<file path="src/design/ths_pkg.sv">
`timescale 1ns / 1ps
`default_nettype none

package ths_pkg;

  localparam int FRAC_BITS_DEF = 14;
  localparam int NUM_NODES     = 8;
  localparam int NODE_W        = 3;
  localparam int AXES          = 3;
  localparam int XI_W          = 16;
  localparam int SIGNS_W       = 24;
  localparam int BIT_IDX_W     = 5;
  localparam int OUT_W         = 15;

  localparam logic [SIGNS_W-1:0] SIGNS_RESET = 24'hDEC4C8;
  localparam logic [OUT_W-1:0]   SHAPE_HI    = 15'd16384;
  localparam logic [OUT_W-1:0]   GRAD_HI     = 15'd8192;

  typedef struct packed {
    logic              vld;
    logic [NODE_W-1:0] node;
    logic              last;
  } ctl_t;

  typedef struct packed {
    logic            shape;
    logic [AXES-1:0] grad;
  } sgn_t;

  // magnitude width of one factor (1 +- xi)
  function automatic int fac_mag_w(input int frac);
    fac_mag_w = ((frac > XI_W - 1) ? frac : XI_W - 1) + 2;
  endfunction

endpackage

`default_nettype wire

</file>
<file path="src/design/ths_seq.sv">
`timescale 1ns / 1ps
`default_nettype none

module ths_seq #(
  parameter int FRAC_BITS = ths_pkg::FRAC_BITS_DEF,
  parameter int MW        = ths_pkg::fac_mag_w(FRAC_BITS)
) (
  input  wire logic                                       clk,
  input  wire logic                                       rst_n,
  input  wire logic                                       start,
  output logic                                            busy,
  input  wire logic signed [ths_pkg::XI_W-1:0]            in_xi0,
  input  wire logic signed [ths_pkg::XI_W-1:0]            in_xi1,
  input  wire logic signed [ths_pkg::XI_W-1:0]            in_xi2,
  input  wire logic        [ths_pkg::SIGNS_W-1:0]         signs,
  output logic             [ths_pkg::AXES-1:0][MW-1:0]    s1_mag_r,
  output ths_pkg::ctl_t                                   s1_ctl_r,
  output ths_pkg::sgn_t                                   s1_sgn_r
);

  localparam logic [ths_pkg::NODE_W-1:0] LAST_NODE = ths_pkg::NODE_W'(ths_pkg::NUM_NODES - 1);
  localparam logic signed [MW:0] ONE = (MW+1)'(1) << FRAC_BITS;

  logic                                        act_r, act_nxt;
  logic [ths_pkg::NODE_W-1:0]                  cnt_r, cnt_nxt;
  logic signed [ths_pkg::AXES-1:0][ths_pkg::XI_W-1:0] xi_r;
  logic                                        accept;

  logic [ths_pkg::AXES-1:0][MW-1:0]            mag_nxt;
  logic [ths_pkg::AXES-1:0]                    plus;
  logic [ths_pkg::AXES-1:0]                    neg;
  ths_pkg::sgn_t                               sgn_nxt;
  ths_pkg::ctl_t                               ctl_nxt;

  assign busy   = act_r && (cnt_r != LAST_NODE);
  assign accept = start && !busy;

  always_comb begin
    act_nxt = act_r;
    cnt_nxt = cnt_r;
    if (accept) begin
      act_nxt = 1'b1;
      cnt_nxt = '0;
    end else if (act_r) begin
      if (cnt_r == LAST_NODE) begin
        act_nxt = 1'b0;
      end
      cnt_nxt = cnt_r + 1'b1;
    end
  end

  always_ff @(posedge clk) begin
    if (!rst_n) begin
      act_r <= 1'b0;
      cnt_r <= '0;
    end else begin
      act_r <= act_nxt;
      cnt_r <= cnt_nxt;
    end
  end

  always_ff @(posedge clk) begin
    if (accept) begin
      xi_r[0] <= in_xi0;
      xi_r[1] <= in_xi1;
      xi_r[2] <= in_xi2;
    end
  end

  // factors of the node under issue
  always_comb begin
    logic signed [MW:0]                xe;
    logic signed [MW:0]                fac;
    logic [ths_pkg::BIT_IDX_W-1:0]     bi;
    for (int ax = 0; ax < ths_pkg::AXES; ax++) begin
      bi       = ths_pkg::BIT_IDX_W'(cnt_r) * ths_pkg::BIT_IDX_W'(3)
               + ths_pkg::BIT_IDX_W'(ax);
      plus[ax] = signs[bi];
      xe       = (MW+1)'(signed'(xi_r[ax]));
      fac      = plus[ax] ? (ONE + xe) : (ONE - xe);
      neg[ax]  = fac[MW];
      mag_nxt[ax] = neg[ax] ? MW'(-fac) : MW'(fac);
    end
    sgn_nxt.shape   = neg[0] ^ neg[1] ^ neg[2];
    sgn_nxt.grad[0] = ~plus[0] ^ neg[1] ^ neg[2];
    sgn_nxt.grad[1] = neg[0] ^ ~plus[1] ^ neg[2];
    sgn_nxt.grad[2] = neg[0] ^ neg[1] ^ ~plus[2];
    ctl_nxt.vld     = act_r;
    ctl_nxt.node    = cnt_r;
    ctl_nxt.last    = (cnt_r == LAST_NODE);
  end

  always_ff @(posedge clk) begin
    if (!rst_n) begin
      s1_ctl_r.vld <= 1'b0;
    end else begin
      s1_ctl_r.vld <= ctl_nxt.vld;
    end
    s1_ctl_r.node <= ctl_nxt.node;
    s1_ctl_r.last <= ctl_nxt.last;
  end

  always_ff @(posedge clk) begin
    s1_sgn_r      <= sgn_nxt;
    s1_mag_r      <= mag_nxt;
  end

endmodule

`default_nettype wire

</file>
<file path="src/design/ths_mul.sv">
`timescale 1ns / 1ps
`default_nettype none

module ths_mul #(
  parameter int FRAC_BITS = ths_pkg::FRAC_BITS_DEF,
  parameter int MW        = ths_pkg::fac_mag_w(FRAC_BITS)
) (
  input  wire logic                                          clk,
  input  wire logic                                          rst_n,
  input  wire logic          [ths_pkg::AXES-1:0][MW-1:0]     s1_mag,
  input  wire ths_pkg::ctl_t                                 s1_ctl,
  input  wire ths_pkg::sgn_t                                 s1_sgn,
  output logic               [2*MW-1:0]                      s3_alo_r,
  output logic               [2*MW-1:0]                      s3_ahi_r,
  output logic               [ths_pkg::AXES-1:0][ths_pkg::OUT_W-1:0] s3_grad_r,
  output ths_pkg::ctl_t                                      s3_ctl_r,
  output logic                                               s3_neg_r
);

  localparam int PW = 2 * MW;
  localparam logic [PW:0] GHALF = (PW+1)'(1) << (FRAC_BITS + 2);

  // stage 2: pairwise products, entry a is the product that leaves out axis a
  logic [ths_pkg::AXES-1:0][PW-1:0] p2_r;
  logic [MW-1:0]                    m2_r;
  ths_pkg::ctl_t                    ctl2_r;
  ths_pkg::sgn_t                    sgn2_r;

  logic [ths_pkg::AXES-1:0][ths_pkg::OUT_W-1:0] grad_nxt;

  always_ff @(posedge clk) begin
    if (!rst_n) begin
      ctl2_r.vld   <= 1'b0;
      s3_ctl_r.vld <= 1'b0;
    end else begin
      ctl2_r.vld   <= s1_ctl.vld;
      s3_ctl_r.vld <= ctl2_r.vld;
    end
    ctl2_r.node   <= s1_ctl.node;
    ctl2_r.last   <= s1_ctl.last;
    s3_ctl_r.node <= ctl2_r.node;
    s3_ctl_r.last <= ctl2_r.last;
  end

  always_ff @(posedge clk) begin
    p2_r[0]      <= PW'(s1_mag[1]) * PW'(s1_mag[2]);
    p2_r[1]      <= PW'(s1_mag[0]) * PW'(s1_mag[2]);
    p2_r[2]      <= PW'(s1_mag[0]) * PW'(s1_mag[1]);
    m2_r         <= s1_mag[2];
    sgn2_r       <= s1_sgn;
  end

  // derivatives: round the pair product, clamp, apply sign
  always_comb begin
    logic [PW:0]                 gs;
    logic [PW:0]                 gq;
    logic [ths_pkg::OUT_W-1:0]   gm;
    for (int ax = 0; ax < ths_pkg::AXES; ax++) begin
      gs = {1'b0, p2_r[ax]} + GHALF;
      gq = gs >> (FRAC_BITS + 3);
      gm = (gq > (PW+1)'(ths_pkg::GRAD_HI)) ? ths_pkg::GRAD_HI : gq[ths_pkg::OUT_W-1:0];
      grad_nxt[ax] = sgn2_r.grad[ax] ? (ths_pkg::OUT_W'(0) - gm) : gm;
    end
  end

  // stage 3: shape product split in two halves
  always_ff @(posedge clk) begin
    s3_alo_r      <= PW'(p2_r[2][MW-1:0]) * PW'(m2_r);
    s3_ahi_r      <= PW'(p2_r[2][PW-1:MW]) * PW'(m2_r);
    s3_grad_r     <= grad_nxt;
    s3_neg_r      <= sgn2_r.shape;
  end

endmodule

`default_nettype wire

</file>
<file path="src/design/ths_fin.sv">
`timescale 1ns / 1ps
`default_nettype none

module ths_fin #(
  parameter int FRAC_BITS = ths_pkg::FRAC_BITS_DEF,
  parameter int MW        = ths_pkg::fac_mag_w(FRAC_BITS)
) (
  input  wire logic                                              clk,
  input  wire logic                                              rst_n,
  input  wire logic          [2*MW-1:0]                          s3_alo,
  input  wire logic          [2*MW-1:0]                          s3_ahi,
  input  wire logic          [ths_pkg::AXES-1:0][ths_pkg::OUT_W-1:0] s3_grad,
  input  wire ths_pkg::ctl_t                                     s3_ctl,
  input  wire logic                                              s3_neg,
  output logic                                                   out_valid,
  output logic               [ths_pkg::NODE_W-1:0]               out_node_index,
  output logic               [ths_pkg::OUT_W-1:0]                out_shape_value,
  output logic signed        [ths_pkg::OUT_W-1:0]                out_grad_xi0,
  output logic signed        [ths_pkg::OUT_W-1:0]                out_grad_xi1,
  output logic signed        [ths_pkg::OUT_W-1:0]                out_grad_xi2,
  output logic                                                   out_last
);

  localparam int SW = 3 * MW + 1;
  localparam logic [SW-1:0] SHALF = SW'(1) << (2 * FRAC_BITS + 2);

  logic                        vld_r;
  logic [SW-1:0]               ssum;
  logic [SW-1:0]               sq;
  logic [ths_pkg::OUT_W-1:0]   shape_nxt;

  always_comb begin
    ssum = (SW'(s3_ahi) << MW) + SW'(s3_alo) + SHALF;
    sq   = ssum >> (2 * FRAC_BITS + 3);
    if (s3_neg) begin
      shape_nxt = '0;
    end else if (sq > SW'(ths_pkg::SHAPE_HI)) begin
      shape_nxt = ths_pkg::SHAPE_HI;
    end else begin
      shape_nxt = sq[ths_pkg::OUT_W-1:0];
    end
  end

  always_ff @(posedge clk) begin
    if (!rst_n) begin
      vld_r <= 1'b0;
    end else begin
      vld_r <= s3_ctl.vld;
    end
  end

  always_ff @(posedge clk) begin
    out_node_index  <= s3_ctl.node;
    out_last        <= s3_ctl.last;
    out_shape_value <= shape_nxt;
    out_grad_xi0    <= s3_grad[0];
    out_grad_xi1    <= s3_grad[1];
    out_grad_xi2    <= s3_grad[2];
  end

  assign out_valid = vld_r;

endmodule

`default_nettype wire

</file>
<file path="src/design/trilinear_hex_shape_eval.sv">
`timescale 1ns / 1ps
`default_nettype none

// Eight-node trilinear hexahedron shape functions. A point (in_xi0..2, Q2.14) is
// taken when start is high and busy is low; the block then sends eight words, one
// per clock, for nodes 0 to 7, each marked by out_valid for a single cycle and
// out_last on node 7. The node sequencer issues one node a clock into a
// four-stage multiply pipeline; busy drops on the eighth node so points follow each
// other with no gap. The first word of a point passes through the stage-1, stage-2,
// stage-3 and output registers. There is no back-pressure: words must be
// taken as they come. cfg_corner_signs sets the node corner signs and should be
// written only while no point is in flight.
module trilinear_hex_shape_eval #(
  parameter int FRAC_BITS = ths_pkg::FRAC_BITS_DEF
) (
  input  wire logic                                   clk,
  input  wire logic                                   rst_n,
  input  wire logic                                   start,
  output logic                                        busy,
  input  wire logic signed [ths_pkg::XI_W-1:0]        in_xi0,
  input  wire logic signed [ths_pkg::XI_W-1:0]        in_xi1,
  input  wire logic signed [ths_pkg::XI_W-1:0]        in_xi2,
  output logic                                        out_valid,
  output logic             [ths_pkg::NODE_W-1:0]      out_node_index,
  output logic             [ths_pkg::OUT_W-1:0]       out_shape_value,
  output logic signed      [ths_pkg::OUT_W-1:0]       out_grad_xi0,
  output logic signed      [ths_pkg::OUT_W-1:0]       out_grad_xi1,
  output logic signed      [ths_pkg::OUT_W-1:0]       out_grad_xi2,
  output logic                                        out_last,
  input  wire logic                                   cfg_valid,
  output logic                                        cfg_ready,
  input  wire logic        [ths_pkg::SIGNS_W-1:0]     cfg_corner_signs
);

  localparam int MW = ths_pkg::fac_mag_w(FRAC_BITS);

  logic [ths_pkg::SIGNS_W-1:0]                         signs_r;
  logic [ths_pkg::AXES-1:0][MW-1:0]                    s1_mag;
  ths_pkg::ctl_t                                       s1_ctl;
  ths_pkg::sgn_t                                       s1_sgn;
  logic [2*MW-1:0]                                     s3_alo;
  logic [2*MW-1:0]                                     s3_ahi;
  logic [ths_pkg::AXES-1:0][ths_pkg::OUT_W-1:0]        s3_grad;
  ths_pkg::ctl_t                                       s3_ctl;
  logic                                                s3_neg;

  assign cfg_ready = 1'b1;

  always_ff @(posedge clk) begin
    if (!rst_n) begin
      signs_r <= ths_pkg::SIGNS_RESET;
    end else if (cfg_valid && cfg_ready) begin
      signs_r <= cfg_corner_signs;
    end
  end

  ths_seq #(
    .FRAC_BITS (FRAC_BITS),
    .MW        (MW)
  ) u_seq (
    .clk      (clk),
    .rst_n    (rst_n),
    .start    (start),
    .busy     (busy),
    .in_xi0   (in_xi0),
    .in_xi1   (in_xi1),
    .in_xi2   (in_xi2),
    .signs    (signs_r),
    .s1_mag_r (s1_mag),
    .s1_ctl_r (s1_ctl),
    .s1_sgn_r (s1_sgn)
  );

  ths_mul #(
    .FRAC_BITS (FRAC_BITS),
    .MW        (MW)
  ) u_mul (
    .clk       (clk),
    .rst_n     (rst_n),
    .s1_mag    (s1_mag),
    .s1_ctl    (s1_ctl),
    .s1_sgn    (s1_sgn),
    .s3_alo_r  (s3_alo),
    .s3_ahi_r  (s3_ahi),
    .s3_grad_r (s3_grad),
    .s3_ctl_r  (s3_ctl),
    .s3_neg_r  (s3_neg)
  );

  ths_fin #(
    .FRAC_BITS (FRAC_BITS),
    .MW        (MW)
  ) u_fin (
    .clk             (clk),
    .rst_n           (rst_n),
    .s3_alo          (s3_alo),
    .s3_ahi          (s3_ahi),
    .s3_grad         (s3_grad),
    .s3_ctl          (s3_ctl),
    .s3_neg          (s3_neg),
    .out_valid       (out_valid),
    .out_node_index  (out_node_index),
    .out_shape_value (out_shape_value),
    .out_grad_xi0    (out_grad_xi0),
    .out_grad_xi1    (out_grad_xi1),
    .out_grad_xi2    (out_grad_xi2),
    .out_last        (out_last)
  );

endmodule

`default_nettype wire

</file>
<file path="config.mk">
export PLATFORM = sky130hd
export DESIGN_NAME = trilinear_hex_shape_eval
export DESIGN_NICKNAME = d
export VERILOG_FILES = /design/src/design/ths_pkg.sv /design/src/design/ths_seq.sv /design/src/design/ths_mul.sv /design/src/design/ths_fin.sv /design/src/design/trilinear_hex_shape_eval.sv
export SDC_FILE = /design/constraint.sdc
export NUM_CORES = 2
export LEC_CHECK = 0
export ABC_AREA = 1
export BUFFER_PORTS_ARGS = -buffer_cell sky130_fd_sc_hd__buf_2
export CELL_PAD_IN_SITES_DETAIL_PLACEMENT = 0
export CELL_PAD_IN_SITES_GLOBAL_PLACEMENT = 1
export CORE_ASPECT_RATIO = 1.5
export CORE_UTILIZATION = 53
export DETAILED_ROUTE_END_ITERATION = 7
export PLACE_DENSITY = 0.95
export SLEW_MARGIN = 10
export SYNTH_ARGS = -nofsm -noshare
export SYNTH_HDL_FRONTEND = slang
export SYNTH_HIERARCHICAL = 1
export SYNTH_SLANG_ARGS = --single-unit
</file>
<file path="constraint.sdc">
create_clock -name clk -period 15 [get_ports clk]
set_input_delay 1.5 -clock clk [delete_from_list [all_inputs] [get_ports clk]]
set_output_delay 1.5 -clock clk [all_outputs]
set_load 0.02 [all_outputs]
</file>
# Word-level counts from Yosys, hierarchy flattened
# Cells that the tools add are included.
[word_totals]
ff_bits = 448
output_inout_bits = 67
word_cells = 113
[op_classes]
addsub = 20
mul = 6
order_cmp = 7
n_eq_ne = 2
n_mux = 22
n_bitwise = 11
reduce_logical = 5
[ops]
columns = ["cell", "n"]
rows = [
  ["17-bit by 17-bit multiplier with 34-bit output", 5],
  ["34-bit by 17-bit adder with 35-bit output, second input constant", 3],
  ["15-bit two-way mux", 7],
  ["18-bit by 14-bit > comparator with 1-bit output, second input constant", 3],
  ["18-bit two-way mux", 3],
  ["51-bit by 34-bit adder with 52-bit output", 1],
  ["52-bit by 31-bit adder with 52-bit output, second input constant", 1],
  ["16-bit by 16-bit adder with 17-bit output, first input constant", 3],
  ["17-bit two-way mux", 3],
  ["17-bit negator", 3],
  ["16-bit by 16-bit subtractor with 17-bit output, first input constant", 3],
  ["1-bit by 15-bit subtractor with 15-bit output, first input constant", 3],
  ["21-bit by 15-bit > comparator with 1-bit output, second input constant", 1],
  ["5-bit by 6-bit < comparator with 1-bit output, second input constant", 3],
  ["1-bit binary-select mux with 5-bit select", 3],
  ["1-bit XOR", 7],
  ["1-bit two-way mux", 6],
  ["5-bit by 1-bit adder with 5-bit output, second input constant", 1],
  ["5-bit by 2-bit adder with 5-bit output, second input constant", 1],
  ["3-bit by 2-bit multiplier with 5-bit output, second input constant", 1],
  ["1-bit inverter", 4],
  ["2-bit OR reduction", 2],
  ["3-bit by 1-bit adder with 3-bit output, second input constant", 1],
  ["3-bit equality test, second input constant", 1],
  ["other kinds (3)", 4],
]

# Logic depth before layout (Yosys ltp)
[depth]
word_depth = 7
ltp_mapped = 30
depth_no_buf = 28

# Hierarchy
# Netlist, hierarchy kept.
[modules_own_cells]
columns = ["module", "instances", "cells_each", "area_each_um2", "seq_area_each_um2"]
rows = [
  ["ths_mul", 1, 7262, 55806.0, 4304.1],
  ["ths_seq", 1, 950, 7056.8, 2722.6],
  ["ths_fin", 1, 500, 3454.6, 1301.2],
  ["trilinear_hex_shape_eval", 1, 130, 996.0, 480.5],
]

# Worst setup path before layout
# No wires, ideal clock.
[synth_path]
kind = "reg2reg"
from = "register u_mul/p2_r[92] (netlist name)"
to = "register u_mul.s3_ahi_r[28]"
t_arrival_ns = 5.525
required_time_ns = 14.873
setup_slack_ns = 9.348
path_stages_with_launch = 24
path_buffers = 2
cell_sequence = "dfxtp_1 > clkbuf_1 > buf_1 > nand2_1 > fa_1 > inv_1 > fa_1 > inv_1 > fa_1 > inv_1 > fa_1 > fa_1 > inv_1 > fa_1 > inv_1 > ha_1 > a21oi_1 > inv_1 > a21oi_1 > o21ai_0 > a21o_1 > a21oi_1 > o21ai_0 > xor2_1"
[synth_between]
elab_chain_cells = 1
[synth_lines]
columns = ["element", "line_no", "rtl"]
rows = [
  ["start: declaration", "ths_mul.sv:24", "logic [ths_pkg::AXES-1:0][PW-1:0] p2_r;"],
  ["17-bit by 17-bit multiplier with 34-bit output", "ths_mul.sv:69", "s3_ahi_r <= PW'(p2_r[2][PW-1:MW]) * PW'(m2_r);"],
  ["end signal: assignment", "ths_mul.sv:69", ""],
  ["end: declaration", "ths_mul.sv:14", "output logic [2*MW-1:0] s3_ahi_r,"],
]
# No other way between the ends.
# A chain may end at the register's enable or synchronous reset.

# Worst setup path in the final report
[layout_path]
from = "register u_mul/p2_r[98] (netlist name)"
to = "register u_mul.s3_ahi_r[31]"
# Same word-level chain as after synthesis.

==> results.md <==
- Status: finished clean
- Grt total ovfl: 0
- Worst Clk Skew: ~0.056 ns
- DR iter-0 viols: around 3100
- Pin count of the biggest net entering global routing: 49
- Mapped Nets: roughly 11000
- Vias in the first global route: slightly below 60000
- FMAX: 154.9 MHz
- Gp weighted congestion: 0.8900
- Die X: around 300 µm
- NumNets Final: between 10000 and 15000
- CP Launch Type: register
- Req. time, crit path: roughly 16 ns
- Syn Area/Cell: roughly 7.6 µm²
- DR WL/cell: 17.02 µm
- IO Port Bufs: about 140
- Critical Path AT: around 7 ns
- Final setup TNS: 0 ns
- # Max-Cap Violations: 0
- Worst skew pair latency: about 0.67 ns
- Initial antenna violation count: 7
- Endpoints failing setup: 0
- Mapped Area: 66860 µm²
- CTS tree: done
- Synthesized instance count: a little under 9000
- Tot GR Track Use: 0.2853
- Routed via count: 54159
- First-pass GRT wire length: 290100 µm
- Die ar.: approximately 130000 µm²
- Core Util, Final: 0.5599
- RSZ-0062 raised after global routing: no
- Fraction of layout instances using a drive strength above 1: 0.05131
- Worst Tran Pin Value: about 1.1 ns
- Worst min path class: reg2reg
- Final ANT Viol Nets: 0
- CP Class: reg2reg
- H-tree level count: 2
- Clock Pin Slew Worst Setup and Hold Paths: about 0.06 ns
- Core area: around 130000 µm²
- I/O pin cnt: 143
- Tmin final: between 6 and 7 ns
- DRC: 0
- Chip height: around 440 µm
- Initial core utilization: 0.5343
- Ys Warns: 6
- Slew headroom: 0.2590
- Root Driver: clkbuf_16
- HPWL Detailed: 135800 µm
- Final Hold Viols: 0
- # clock sinks: about 400
- DR pass1 iterations: 5
- Vias per inst: roughly 5.2
- Post-CTS Hold Buffers: 0
- Crit end category: register
- Final Max Tran Viols: 0
- CTS Buffer Depth: 3
- Area Overhead vs Synth: 4.787%
- Final worst-path cycle share: 0.4305
- Crit path max fanout: 20
- Setup repair bufs after CTS: 0
- # resized after CTS: 0
- Rows: approximately 160
- CTS Buf Count: 45
- Total wire length: 176000 µm
registers in the layout, summed over array words and instances (netlist names), 17 cells and up:
name             flops
u_mul/m2_r          17
u_mul/p2_r          70
u_seq/s1_mag_r      51
u_mul/s3_alo_r      17
signs_r             24
u_mul/s3_grad_r     45
u_seq/xi_r          48
u_mul/s3_ahi_r      34
worst max-delay path, stage by stage (launching register included):
cell and delay, ns:
dfxtp_1 1.05, nand2_1 0.20, fa_1 0.58, inv_1 0.05, fa_1 0.49, fa_1 0.58
fa_1 0.44, fa_1 0.49, inv_1 0.05, fa_1 0.49, inv_1 0.05, ha_1 0.34
nand2_1 0.12, nor4_1 0.43, nand2_1 0.10, o211ai_1 0.43, a21o_1 0.22, nand2_1 0.06
nand2_1 0.07, xor2_1 0.13
per-stage QoR:
| stage | setup slack, ns | instance area, µm² | cells | hold slack, ns |
|---|---|---|---|---|
| finish | 8.542 | 70060 | 10344 | 0.3250 |
| detailed placement | 8.645 | 68510 | 10258 | 0.3121 |
| CTS | 8.617 | 70060 | 10342 | 0.3227 |
| global placement | 8.726 | 68510 | 10258 | 0.3095 |
| global route | 8.268 | 70060 | 10343 | 0.3306 |
| floorplan | 9.348 | 66860 | 8810 | 0.3096 |
layer usage:
metal,GRT usage,wire [µm],up-vias
li1,-,-,25293
met1,0.3004,61540,26359
met2,0.5427,93040,1876
met3,0.03636,10540,629
met4,0.1568,10900,2
met5,0,13,-
path summary, 6_finish.rpt:
check,start,to,slack [ns],depth (start not counted)
hold reg to reg,u_mul/s3_ctl_r[1]$_DFF_P_,u_fin/out_node_index[0]$_DFF_P_,0.32,0
hold / removal,u_mul/s3_ctl_r[1]$_DFF_P_,u_fin/out_node_index[0]$_DFF_P_,0.32,0
setup / recovery,u_mul/p2_r[98]$_DFF_P_,u_mul/s3_ahi_r[31]$_DFF_P_,8.54,19
setup reg to reg,u_mul/p2_r[98]$_DFF_P_,u_mul/s3_ahi_r[31]$_DFF_P_,8.54,19
area by class of cell:
class,instances,area [µm²]
timing repair buffer,206,1194
antenna,2,5.005
inverter,2381,8954
multi-input combinational,5662,47860
tap,1610,2014
clock inverter,26,281.5
sequential,399,8487
clock buffer,58,1266
fill,11565,55070
placed cells by master, fill, tap and decap left out, drive strengths merged, types with 6 or more instances in the layout:
cell type and n:
nand2 2480, inv 2390, fa 1117, ha 594, nor2 354, dfxtp 351, nand3 258, a21oi 208
buf 206, o21ai 155, xor2 153, nand4 78, xnor2 61, clkbuf 58, edfxtp 48, nor3 35
o211ai 33, nand3b 23, nor4 20, o21bai 18, a21o 16, o21a 14, clkinv 13, a31oi 6
a221oi 6
Power is not shown: default switching activity piles up to over one toggle a cycle in this logic, so the estimate is an artifact.
